File: src/assert_macros.svh
// ----------------------------------------------------------------------------
// Assertion macros
// Shared concurrent assertion wrappers for the RTC serial master.
// ----------------------------------------------------------------------------
`ifndef ASSERT_MACROS_SVH
`define ASSERT_MACROS_SVH

// Check a property on every clock edge outside reset.
`define RTC3W_ASSERT(name, clk, rst_n, prop, msg) \
  name: assert property (@(posedge clk) disable iff (!rst_n) prop) else $error(msg);

// Check a property on every clock edge, reset included.
`define RTC3W_ASSERT_ALWAYS(name, clk, prop, msg) \
  name: assert property (@(posedge clk) prop) else $error(msg);

`endif

File: src/rtc3w_pkg.sv
// ----------------------------------------------------------------------------
// rtc3w_pkg
// Types, codes and the BCD decode function of the three-wire RTC master.
// ----------------------------------------------------------------------------
package rtc3w_pkg;

  // Bytes read by one burst request.
  localparam int unsigned BURST_BYTES = 8;

  // Request codes.
  localparam logic [1:0] OP_NONE  = 2'd0;
  localparam logic [1:0] OP_WRITE = 2'd1;
  localparam logic [1:0] OP_READ  = 2'd2;
  localparam logic [1:0] OP_BURST = 2'd3;

  // Register indexes of the clock device.
  localparam logic [2:0] IDX_SEC   = 3'd0;
  localparam logic [2:0] IDX_MIN   = 3'd1;
  localparam logic [2:0] IDX_HOUR  = 3'd2;
  localparam logic [2:0] IDX_DATE  = 3'd3;
  localparam logic [2:0] IDX_MONTH = 3'd4;
  localparam logic [2:0] IDX_WDAY  = 3'd5;
  localparam logic [2:0] IDX_YEAR  = 3'd6;
  localparam logic [2:0] IDX_WP    = 3'd7;

  localparam logic [11:0] YEAR_BASE = 12'd2000;

  typedef enum logic [1:0] {
    PH_IDLE,
    PH_CMD,
    PH_WDATA,
    PH_READ
  } phase_e;

  typedef struct packed {
    logic [1:0] op;
    logic [7:0] command;
    logic [7:0] write_data;
    logic       io_in;
  } rtc3w_in_t;

  typedef struct packed {
    logic        chip_enable;
    logic        serial_clock;
    logic        io_drive;
    logic        io_out;
    logic        byte_valid;
    logic [7:0]  raw_byte;
    logic [11:0] decoded_value;
    logic [2:0]  byte_index;
    logic        last_byte;
    logic        busy_res;
  } rtc3w_out_t;

  // Decode one register byte; tens digit width depends on the register.
  function automatic logic [11:0] bcd_decode(input logic [7:0] b, input logic [2:0] idx);
    logic [3:0]  tens;
    logic [11:0] tens_w;
    logic [11:0] res;
    tens = 4'd0;
    unique case (idx)
      IDX_SEC, IDX_MIN:   tens = {1'b0, b[6:4]};
      IDX_HOUR, IDX_DATE: tens = {2'b00, b[5:4]};
      IDX_MONTH:          tens = {3'b000, b[4]};
      IDX_YEAR:           tens = b[7:4];
      default:            tens = 4'd0;
    endcase
    tens_w = {8'd0, tens};
    res = {8'd0, b[3:0]} + (tens_w << 3) + (tens_w << 1);
    unique case (idx)
      IDX_WDAY: res = {9'd0, b[2:0]};
      IDX_YEAR: res = res + YEAR_BASE;
      IDX_WP:   res = {4'd0, b[7], 7'd0};
      default:  res = res;
    endcase
    return res;
  endfunction

endpackage

File: src/rtc3w_channels.sv
// ----------------------------------------------------------------------------
// rtc3w channels
// Valid/ready channels for tick requests and per-tick line results.
// ----------------------------------------------------------------------------
interface rtc3w_in_if import rtc3w_pkg::*; ();
  logic      valid;
  logic      ready;
  rtc3w_in_t payload;

  modport source (output valid, output payload, input ready);
  modport sink (input valid, input payload, output ready);
endinterface

interface rtc3w_out_if import rtc3w_pkg::*; ();
  logic       valid;
  logic       ready;
  rtc3w_out_t payload;

  modport source (output valid, output payload, input ready);
  modport sink (input valid, input payload, output ready);
endinterface

File: src/three_wire_rtc_serial_master.sv
// Result timing: the result beat for a tick is registered and appears in the cycle after the tick beat is taken.
// Throughput: one tick beat per cycle; the output register stands between the
// channels, so a new tick is taken whenever the result register is empty or drained.
// Reset: asynchronous, active low; the master returns to idle with the bit,
// half-tick and byte counters cleared and no result pending.
// ----------------------------------------------------------------------------
// three_wire_rtc_serial_master
// Pin-level master for a three-wire RTC link: command byte, then one written
// byte, one read byte or a burst of read bytes, two ticks per bit, LSB first.
// ----------------------------------------------------------------------------
`include "assert_macros.svh"

module three_wire_rtc_serial_master import rtc3w_pkg::*; (
  input  logic  clk_i,
  input  logic  rst_ni,
  rtc3w_in_if.sink    in_i,
  rtc3w_out_if.source res_o
);

  // Transaction state.
  phase_e      phase_q, phase_d;
  logic [2:0]  bit_cnt_q, bit_cnt_d;
  logic        half_q, half_d;
  logic [2:0]  byte_cnt_q, byte_cnt_d;
  logic [7:0]  shift_q, shift_d;
  logic [7:0]  cmd_q, cmd_d;
  logic [7:0]  data_q, data_d;
  logic [1:0]  op_q, op_d;

  // Result register.
  logic        out_valid_q;
  rtc3w_out_t  out_q, out_d;

  logic        in_fire;
  logic        start;

  // Effective state for this tick: a request taken while idle starts here.
  phase_e      ph_eff;
  logic [2:0]  bit_eff;
  logic        half_eff;
  logic [2:0]  byte_eff;
  logic [1:0]  op_eff;
  logic        tx_bit;
  logic        burst;
  logic [2:0]  idx;
  logic        last;
  logic [7:0]  shift_base;

  // Take a tick whenever the result register is empty or being drained.
  assign in_i.ready  = !out_valid_q || res_o.ready;
  assign in_fire     = in_i.valid && in_i.ready;
  assign res_o.valid = out_valid_q;
  assign res_o.payload = out_q;

  assign start = (phase_q == PH_IDLE) && (in_i.payload.op != OP_NONE);

  always_comb begin
    // Latch a new request only while idle; otherwise hold the stored one.
    cmd_d  = start ? in_i.payload.command    : cmd_q;
    data_d = start ? in_i.payload.write_data : data_q;
    op_d   = start ? in_i.payload.op         : op_q;

    ph_eff   = start ? PH_CMD : phase_q;
    bit_eff  = start ? 3'd0   : bit_cnt_q;
    half_eff = start ? 1'b0   : half_q;
    byte_eff = start ? 3'd0   : byte_cnt_q;
    op_eff   = op_d;

    phase_d    = ph_eff;
    bit_cnt_d  = bit_eff;
    half_d     = half_eff;
    byte_cnt_d = byte_eff;
    shift_d    = shift_q;

    burst      = (op_eff == OP_BURST);
    idx        = burst ? byte_eff : cmd_d[3:1];
    last       = !burst || ((4'({1'b0, byte_eff}) + 4'd1) >= 4'(BURST_BYTES));
    tx_bit     = (ph_eff == PH_CMD) ? cmd_d[bit_eff] : data_d[bit_eff];
    shift_base = (bit_eff == 3'd0) ? 8'd0 : shift_q;

    // Idle lines: CE and SCLK low, IO driven low.
    out_d = '0;
    out_d.io_drive = 1'b1;

    unique case (ph_eff)
      PH_CMD, PH_WDATA: begin
        out_d.chip_enable = 1'b1;
        out_d.busy_res    = 1'b1;
        if (!half_eff) begin
          // Rising SCLK: drive the data bit.
          out_d.serial_clock = 1'b1;
          out_d.io_out       = tx_bit;
          half_d             = 1'b1;
        end else begin
          // Falling SCLK: drop IO, advance to the next bit or byte, or to idle after the written byte.
          half_d = 1'b0;
          if (bit_eff == 3'd7) begin
            bit_cnt_d = 3'd0;
            if (ph_eff == PH_CMD) begin
              phase_d = (op_eff == OP_WRITE) ? PH_WDATA : PH_READ;
            end else begin
              phase_d = PH_IDLE;
            end
          end else begin
            bit_cnt_d = bit_eff + 3'd1;
          end
        end
      end
      PH_READ: begin
        out_d.chip_enable = 1'b1;
        out_d.busy_res    = 1'b1;
        out_d.io_drive    = 1'b0;
        if (!half_eff) begin
          // Rising SCLK: sample IO into the byte being assembled.
          out_d.serial_clock = 1'b1;
          shift_d = shift_base;
          shift_d[bit_eff] = shift_base[bit_eff] | in_i.payload.io_in;
          half_d = 1'b1;
        end else begin
          half_d = 1'b0;
          if (bit_eff == 3'd7) begin
            // Byte complete: present it with its decoded value.
            bit_cnt_d           = 3'd0;
            out_d.byte_valid    = 1'b1;
            out_d.raw_byte      = shift_q;
            out_d.byte_index    = idx;
            out_d.decoded_value = bcd_decode(shift_q, idx);
            out_d.last_byte     = last;
            if (last) begin
              phase_d = PH_IDLE;
            end else begin
              byte_cnt_d = byte_eff + 3'd1;
            end
          end else begin
            bit_cnt_d = bit_eff + 3'd1;
          end
        end
      end
      default: begin
        phase_d = PH_IDLE;
      end
    endcase
  end

  // Control state: advance only on an accepted tick.
  always_ff @(posedge clk_i or negedge rst_ni) begin
    if (!rst_ni) begin
      phase_q    <= PH_IDLE;
      bit_cnt_q  <= 3'd0;
      half_q     <= 1'b0;
      byte_cnt_q <= 3'd0;
      op_q       <= OP_NONE;
    end else if (in_fire) begin
      phase_q    <= phase_d;
      bit_cnt_q  <= bit_cnt_d;
      half_q     <= half_d;
      byte_cnt_q <= byte_cnt_d;
      op_q       <= op_d;
    end
  end

  // Held bytes and the receive shifter carry data only.
  always_ff @(posedge clk_i) begin
    if (in_fire) begin
      cmd_q   <= cmd_d;
      data_q  <= data_d;
      shift_q <= shift_d;
    end
  end

  // Result register: load on a taken tick, clear once the beat leaves.
  always_ff @(posedge clk_i or negedge rst_ni) begin
    if (!rst_ni) begin
      out_valid_q <= 1'b0;
    end else if (in_fire) begin
      out_valid_q <= 1'b1;
    end else if (res_o.ready) begin
      out_valid_q <= 1'b0;
    end
  end

  always_ff @(posedge clk_i) begin
    if (in_fire) begin
      out_q <= out_d;
    end
  end

  `RTC3W_ASSERT(a_fire_loads_result, clk_i, rst_ni, in_fire |=> out_valid_q, "tick taken but no result beat pending")
  `RTC3W_ASSERT(a_byte_only_in_read, clk_i, rst_ni, (in_fire && out_d.byte_valid) |-> (phase_q == PH_READ), "byte completed outside a read phase")
  `RTC3W_ASSERT(a_sclk_high_sets_half, clk_i, rst_ni, (in_fire && out_d.serial_clock) |=> half_q, "rising SCLK tick did not move to the second half")
  `RTC3W_ASSERT_ALWAYS(a_idle_counters_clear, clk_i, (phase_q == PH_IDLE) |-> ((bit_cnt_q == 3'd0) && !half_q), "bit counter or half tick left set while idle")

endmodule
File: src/flat_wrapper.sv
// flat-port wrapper written by rule: the top's interface ports become plain ports
module three_wire_rtc_serial_master_flat import rtc3w_pkg::*;
  (clk_i, rst_ni, in_i_valid, in_i_payload, in_i_ready, res_o_valid, res_o_payload, res_o_ready);
  rtc3w_in_if in_i_i ();
  rtc3w_out_if res_o_i ();
  input  logic clk_i;
  input  logic rst_ni;
  input wire logic [$bits(in_i_i.valid)-1:0] in_i_valid;
  input wire logic [$bits(in_i_i.payload)-1:0] in_i_payload;
  output wire logic [$bits(in_i_i.ready)-1:0] in_i_ready;
  output wire logic [$bits(res_o_i.valid)-1:0] res_o_valid;
  output wire logic [$bits(res_o_i.payload)-1:0] res_o_payload;
  input wire logic [$bits(res_o_i.ready)-1:0] res_o_ready;
  assign in_i_i.valid = in_i_valid;
  assign in_i_i.payload = in_i_payload;
  assign in_i_ready = in_i_i.ready;
  assign res_o_valid = res_o_i.valid;
  assign res_o_payload = res_o_i.payload;
  assign res_o_i.ready = res_o_ready;
  three_wire_rtc_serial_master u_core (.clk_i(clk_i), .rst_ni(rst_ni), .in_i(in_i_i), .res_o(res_o_i));
endmodule
File: config.mk
export PLATFORM = sky130hd
export DESIGN_NAME = three_wire_rtc_serial_master_flat
export DESIGN_NICKNAME = d
export VERILOG_FILES = /design/src/rtc3w_pkg.sv /design/src/rtc3w_channels.sv /design/src/three_wire_rtc_serial_master.sv /design/src/flat_wrapper.sv
export VERILOG_INCLUDE_DIRS = /design/src /design/src/src
export SDC_FILE = /design/constraint.sdc
export NUM_CORES = 1
export LEC_CHECK = 0
export ABC_AREA = 1
export BUFFER_PORTS_ARGS = -buffer_cell sky130_fd_sc_hd__buf_2
export CAP_MARGIN = 40
export CORE_ASPECT_RATIO = 1.4
export CORE_MARGIN = 4
export CORE_UTILIZATION = 58
export CTS_CLUSTER_SIZE = 10
export DETAILED_ROUTE_END_ITERATION = 10
export PLACE_DENSITY = 0.86
export SLEW_MARGIN = 10
export SYNTH_ARGS = -nofsm -noshare
export SYNTH_HDL_FRONTEND = slang
export SYNTH_SLANG_ARGS = --single-unit
File: constraint.sdc
create_clock -name clk_i -period 3.91 [get_ports clk_i]
set_input_delay 0.1955 -clock clk_i [delete_from_list [all_inputs] [get_ports clk_i]]
set_output_delay 0.1955 -clock clk_i [all_outputs]
set_load 0.005 [all_outputs]
==> results of run 1 <==
per-layer routing:
layer / GRT usage, % / vias to the layer above
met5: 0 / -
met1: 24.56 / 1483
li1: - / 1561
met3: 5.459 / 30
met4: 8.748 / 0
met2: 37.99 / 137
what timing repair did:
action                     4_1_cts  5_1_grt
hold buffers                     1        0
hold endpoints to repair        12        0
buffers inserted                 0        1
resized for setup                0       11
setup endpoints to repair        0        7
worst paths after layout:
check                                            to  cells past startpoint  slack [ns]
min reg2reg                    u_core.byte_cnt_q[1]                      2        0.50
max                        u_core.res_o.payload[11]                     23        0.09
min                                u_core.data_q[5]                      3        0.12
max reg2reg                u_core.res_o.payload[11]                     23        0.09
min in group asynchronous       u_core.bit_cnt_q[2]                      2        0.27
max in group asynchronous      u_core.byte_cnt_q[1]                      2        3.41
stage by stage:
stage | setup WS (ns) | std cells | cell area [um^2]
after floorplan | 0.5257 | 427 | 3772
after global placement | 0.2630 | 547 | 4109
after detailed placement | 0.07758 | 548 | 4114
after CTS | 0.04277 | 565 | 4334
after global routing | -0.1279 | 566 | 4393
final | 0.09461 | 566 | 4393
layout by cell type, fill, tap and decap left out, types with 11 or more instances in the layout:
cell | synthesis | routed
nand2_1 | 106 | 105
nor2_1 | 41 | 39
buf_2 | 1 | 55
a21oi_1 | 17 | 17
edfxtp_1 | 53 | 53
inv_1 | 53 | 51
o21ai_0 | 31 | 31
ha_1 | 12 | 11
dfrtp_1 | 12 | 12
nand3_1 | 14 | 14
final cells by class:
| class | count | share of cell area (%) |
|---|---|---|
| inverters | 58 | 5.127 |
| flip-flops and latches | 65 | 43.06 |
| well taps | 72 | 2.051 |
| repair buffers | 60 | 7.177 |
| multi-input cells | 295 | 37.80 |
| clock buffers | 10 | 2.905 |
| clock inverters | 6 | 1.880 |
tightest hold or removal path, delay by kind of cell:
kind                   cells  cell delay, ns
buffers and inverters      1            0.08
and+or+nand+nor            2            0.09
state kept, by name, summed over array words and instances, names as in the netlist:
signal                cells
u_core.res_o.payload     29
u_core.cmd_q              8
u_core.data_q             8
u_core.shift_q            8
u_core.bit_cnt_q          3
u_core.byte_cnt_q         3
u_core.op_q               2
u_core.phase_q            2
u_core.half_q             1
u_core.res_o.valid        1
logic make-up after synthesis:
group           synth area share, %
simple gates                  26.04
compound gates                11.71
buf+inv                       7.131
flops                         50.15
fa+ha+maj                     4.511
xor+xnor                     0.4644
power groups by stage:
stage                     sequential (uW)  combinational, uW  clock [uW]
after CTS                             913                981         620
after global routing                  921               1170         652
after floorplan                       918                771           0
after global placement                924                940           0
final                                 913               1040         615
after detailed placement              927                974           0
==> summary.md, run 1 <==
| Metric | Value |
|---|---|
| Status | finished clean |
| M1 wire length | 3195 um |
| P per Cell Area | 585.0 nW/um^2 |
| Synth Register Bits | 65 |
| Cell count after synthesis | 427 |
| Clock Skew | 0.009601 ns |
| Logic pwr share | 40.5% |
| DRC | 0 |
| Max Cap Violations | 0 |
| Synthesized area | 3772 um^2 |
| Vias | 3211 |
| CTS tree | yes |
| Starting Density | 60.32% |
| Clock Tree Buf Depth | 2 |
| CP dominant cell by count | nand2_4 |
| Share of layout cells above drive strength 1 | 24.09% |
| DR WL/cell | 14.77 um |
| # port buffers | 54 |
| WL met3 | 548 um |
| Syn Nets | 463 |
| H-tree Lvls | 3 |
| Rel. slew slack | 46.95% |
| 1st-iter DRT viols | 263 |
| Hold wc startpoint | in_i_payload[6] |
| Synth async-reset ratio | 18.46% |
| Clk network pwr share | 23.9% |
| Routability Congestion | 0.8971 |
| Fin. Hold Viols | 0 |
| Metal2 WL | 4350 um |
| Final ANT Viol Nets | 0 |
| Setup TNS | 0 ns |
| Total power draw | 2570 uW |
| CP required | 4.05 ns |
| Top post-synthesis cells by count | nand2_1 (106), edfxtp_1 (53), inv_1 (53) |
| Worst VDD drop | 0.3777 mV |
| Synth area leaders | edfxtp_1 (42%), nand2_1 (11%), dfrtp_1 (8.0%), inv_1 (5.3%), o21ai_0 (4.1%) |
| Buffer type at the clock tree root | clkbuf_8 |
| Worst-path maximum fanout | 8 |
| Multi-input gate area | 1660 um^2 |
| Switching Share | 39.14% |
| Core ar. | 6254 um^2 |
| Max Fclk | 262.1 MHz |
| CP Data Arrival Time | 3.95 ns |
| Cell Int Power | 1564 uW |
| Critical path buffer and inverter count | 2 |
| Seq/Total Area, Yosys | 50.15% |
| All-Layer GR Usage | 21.30% |
| Synth area leader | edfxtp_1 |
| Final slew viol count | 0 |
| Slowest stage cell on the critical path | dfrtp_1 |
| Leak | 0.002019 uW |
| Grt total ovfl | 0 |
| Syn Area/Cell | 8.835 um^2 |
| Setup CP Type | flop to flop |
| Initial antenna violation count | 0 |
| Post-synth cell types | 44 |
| NetSw | 1006 uW |
| CP cell instances | nor2_4 -> nand2_4 -> nand2_2 -> nand2_4 -> nand2_4 -> nand2_4 -> nand2_4 -> nand2_4 -> inv_4 -> nor2_2 -> ha_1 -> ha_1 -> ha_4 -> nand2_1 -> nor2_1 -> a211oi_2 -> nand3b_1 -> nand2_1 -> inv_1 -> ha_1 -> nor2_2 -> nand4_1 -> o31ai_1 |
| Crit path launch | u_core.phase_q[0] |
| Count leader, synth | nand2_1 |
| # diodes | 0 |
| Clock buffer count from CTS | 9 |
| Die area | 7877 um^2 |
| First-pass GRT wire length | 13470 um |
| Delay-heaviest family, CP | simple AND/OR/NAND/NOR gates |
| Fin Hold WS | 0.1224 ns |
| Fin crit period | 3.815 ns |
| YS warnings | 0 |
| Post-Route WL | 8359 um |
| Die Y | 103.4 um |
| Net count, final | 525 |
| Vias in the first global route | 2960 |
| Setup violators final | 0 |
| Clock Latency Late Sink | 0.35 ns |
| Final period util | 97.58% |
| Fillers | 460 |
| CTS sink cnt | 65 |
| CP Launch Type | flop |
| Highest routed metal layer | met4 |
| Post-DR vias/cell | 5.673 |
| Pre-antenna DRT Iters | 5 |
| Pin count of the biggest net entering global routing | 32 |
| Clock transition at the registers of the reported paths | 0.07 ns |
| CP peak stage delay | 0.42 ns |
| Row count | 34 |
| R2r startpoint | u_core.phase_q[0] |
| EDFF count, synth | 53 |
| Die W | 76.16 um |
| Sequential power share | 35.5% |
| Syn-to-layout area delta | 16.45% |
| Total I/O pin count | 55 |
| Hpwl dp | 6082 um |
| Hold WC Path Type | input port to flop |
| Yosys top cell area share | 42.19% |
| Ys flop type | edfxtp_1 |
| Setup crit end kind | flop |
| Worst slew pin tran | 0.7928 ns |
| Register Area | 1892 um^2 |
| Final core utilization | 70.25% |
Power figures use the tool's default switching activity.
==> run 2, diff against run 1 <==
ABC_AREA = default   (was 1)
CORE_UTILIZATION = 60   (was 58)
PLACE_DENSITY = 0.79   (was 0.86)
clock period = 4.5 ns   (was 3.91 ns; I/O delays follow)
==> summary.md, run 2 <==
| Metric | Value |
|---|---|
| Share of layout cells above drive strength 1 | 21.56% (-2.5 points) |
| Syn Area/Cell | 10.06 um^2 (+14%) |
| Setup violators final | 0 (unchanged) |
| Cell count after synthesis | 371 (-13%) |
| Row count | 33 (-2.9%) |
| Status | finished clean |
| Routability Congestion | 0.8901 (-0.78%) |
| CP Data Arrival Time | 4.39 ns (+0.44 ns) |
| Seq/Total Area, Yosys | 50.67% (+0.52 points) |
| YS warnings | 0 (unchanged) |
| Pin count of the biggest net entering global routing | 38 (+19%) |
| Rel. slew slack | 65.50% (+19 points) |
| Hpwl dp | 6277 um (+3.2%) |
| CTS tree | yes |
| Cell Int Power | 1281 uW (-18%) |
| DRC | 0 (unchanged) |
| Final setup margin | 0.2941 ns (+0.1995 ns) |
| Vias | 3125 (-2.7%) |
| Dpl cells | 489 (-11%) |
| Grt total ovfl | 0 (unchanged) |
| Pre-antenna DRT Iters | 5 (unchanged) |
| Post-Route WL | 8785 um (+5.1%) |
| Hold depth | 2 (-1) |
| DR WL/cell | 17.36 um (+18%) |
| Post-synth cell types | 62 (+41%) |
| Core ar. | 5946 um^2 (-4.9%) |
| Top post-synthesis cells by count | nand2_1 (80), edfxtp_1 (53), nor2_1 (24) |
| Slowest stage cell on the critical path | or4_1 |
| Synth area leaders | edfxtp_1 (43%), dfrtp_1 (8.0%), nand2_1 (8.0%), ha_1 (4.0%), a21oi_1 (2.9%) |
| Syn Nets | 407 (-12%) |
| Clock Skew | 0.006183 ns (-0.003418 ns) |
| Logic pwr share | 37.2% (-3.3 points) |
| Synth Register Bits | 65 (unchanged) |
| Sequential power share | 39.9% (+4.4 points) |
| Max Cap Violations | 0 (unchanged) |
| CP required | 4.69 ns (+0.64 ns) |
| Final core utilization | 72.50% (+2.2 points) |
| H-tree Lvls | 3 (unchanged) |
| EDFF count, synth | 53 (unchanged) |
| 1st-iter DRT viols | 229 (-13%) |
| Hold WC Path Type | input port to flop |
| First-pass GRT wire length | 14490 um (+7.6%) |
| CP peak stage delay | 0.54 ns (+0.12 ns) |
| Final ANT Viol Nets | 0 (unchanged) |
| Max Fclk | 237.8 MHz (-9.3%) |
| Synthesized area | 3734 um^2 (-1.0%) |
| Buffer type at the clock tree root | clkbuf_8 |
| Worst slew pin tran | 0.5156 ns (-0.2771 ns) |
| RSZ-0062 raised after global routing | no |
| Commonest non-fill, non-tap cell in the layout | nand2_1 |
| Starting Density | 62.79% (+2.5 points) |
| Clock Tree Buf Depth | 2 (unchanged) |
| Leak | 0.001888 uW (-6.5%) |
| Final slew viol count | 0 (unchanged) |
| Vias in the first global route | 3080 (+4.1%) |
| Clock buffer count from CTS | 9 (unchanged) |
| Setup CP Type | flop to flop |
| Net count, final | 467 (-11%) |
| Ys flop type | edfxtp_1 |
| Fin. Hold Viols | 0 (unchanged) |
| Post-DR vias/cell | 6.176 (+8.9%) |
| Synth async-reset ratio | 18.46% (unchanged) |
| Worst-path maximum fanout | 9 (+1) |
| NetSw | 748.5 uW (-26%) |
| CP Launch Type | flop |
| Fin crit period | 4.206 ns (+0.3905 ns) |
| Count leader, synth | nand2_1 |
| Clock Latency Late Sink | 0.34 ns (about the same) |
| Switching Share | 36.88% (-2.3 points) |
| Yosys top cell area share | 42.63% (+0.44 points) |
| Setup Slack @ Placement | 0.1296 ns (+0.05200 ns) |
| Die Y | 101.3 um (-2.0%) |
| All-Layer GR Usage | 25.16% (+3.9 points) |
| Clock transition at the registers of the reported paths | 0.07 ns (about the same) |
| Initial antenna violation count | 0 (unchanged) |
| P per Cell Area | 470.8 nW/um^2 (-20%) |
| Setup TNS | 0 ns (unchanged) |
| Most frequent cells in the layout | nand2_1 (79), buf_2 (55), edfxtp_1 (53), nor2_1 (24), a21oi_1 (21) |
| Final std cells w/o fill | 506 (-11%) |
| Worst VDD drop | 0.3765 mV (-0.31%) |
| Die W | 74.67 um (-2.0%) |
| Setup crit end kind | flop |
| CP cell instances | or2_4 -> o22ai_2 -> and2_1 -> nor2_2 -> o21a_1 -> ha_1 -> ha_1 -> o21ai_0 -> nand2b_1 -> xor2_1 -> xnor2_1 -> inv_1 -> ha_1 -> or4_1 -> a21oi_1 |
| Total I/O pin count | 55 (unchanged) |
| Clk network pwr share | 22.9% (-1.0 points) |
| CP dominant cell by count | ha_1 |
| Die area | 7567 um^2 (-3.9%) |
| CTS sink cnt | 65 (unchanged) |
| # port buffers | 54 (unchanged) |
| Synth area leader | edfxtp_1 |
| FF-to-FF path depth | 15 (-35%) |
| # diodes | 0 (unchanged) |
| Max reg flops | 29 (unchanged) |
| Final period util | 93.46% (-4.1 points) |
| Setup repair bufs after CTS | 0 (unchanged) |
| Syn-to-layout area delta | 15.45% |
## run 2: final cells by class
cell class / instances / area [um^2]
Timing Repair Buffer: 63 / 350.3
Clock buffer: 11 / 131.4
Clock inverter: 5 / 46.29
Sequential cell: 65 / 1893
Multi-Input combinational cell: 276 / 1742
Fill cell: 442 / 1635
Tap cell: 70 / 87.58
Inverter: 16 / 60.06
## run 2: metrics by stage
stage                     power (uW)  hold slack, ns  area [um^2]
after detailed placement        1546          0.1183         4096
final                           2029         0.09735         4310
after global placement          1516          0.1176         4071
after global routing            2156         0.09786         4310
after CTS                       2013         0.08497         4284
after floorplan                 1363        -0.07059         3734
## run 2: worst max-delay path: cells and delay by family (launching register included)
family	cells	cell delay [ns]
flip-flops	1	0.45
buffers and inverters	1	0.12
AND/OR/NAND/NOR	5	1.49
adder cells (fa/ha/maj)	3	0.87
XOR/XNOR	2	0.43
AO/OA/AOI/OAI	4	0.70
## run 2: per-layer routing
layer	wire length (um)	vias to the layer above	global-route usage [%]
li1	-	1470	-
met1	3358	1483	29.72
met2	4504	137	41.16
met3	534	35	4.866
met4	388	0	16.16
met5	0	-	0
## run 2: path summary, 6_finish.rpt
kind                                    from                        to  slack, ns
hold / removal                    in_i_valid        u_core.res_o.valid        0.1
hold reg to reg             u_core.data_q[0]          u_core.data_q[0]       0.54
setup / recovery           u_core.phase_q[1]  u_core.res_o.payload[11]       0.29
max in group asynchronous             rst_ni         u_core.phase_q[0]       3.96
setup reg to reg           u_core.phase_q[1]  u_core.res_o.payload[11]       0.29
min in group asynchronous             rst_ni      u_core.byte_cnt_q[2]       0.29
## run 2: cells by family (layout without fill, tap and decap cells)
kind of cell,Yosys count,count (layout),synth area share (%)
muxes,9,9,3.150
buffers and inverters,30,95,3.351
DFF,65,65,50.67
xor gates and xnor gates,6,6,1.910
adders and majority gates,13,13,4.558
AOI/OAI and AO/OA,82,82,15.89
and+or+nand+nor,166,166,20.48
## run 2: timing repair
item                                    in CTS  in global routing
hold buffers                                 1                  0
hold endpoints to repair                    12                  0
gates resized for setup                      0                  8
endpoints found under the setup margin       0                  3
## run 2: power groups by stage
stage	clock [uW]	sequential, uW	combinational [uW]
after floorplan	0	792	572
after CTS	468	807	738
after global routing	496	823	836
after global placement	0	817	699
after detailed placement	0	818	728
final	465	810	755
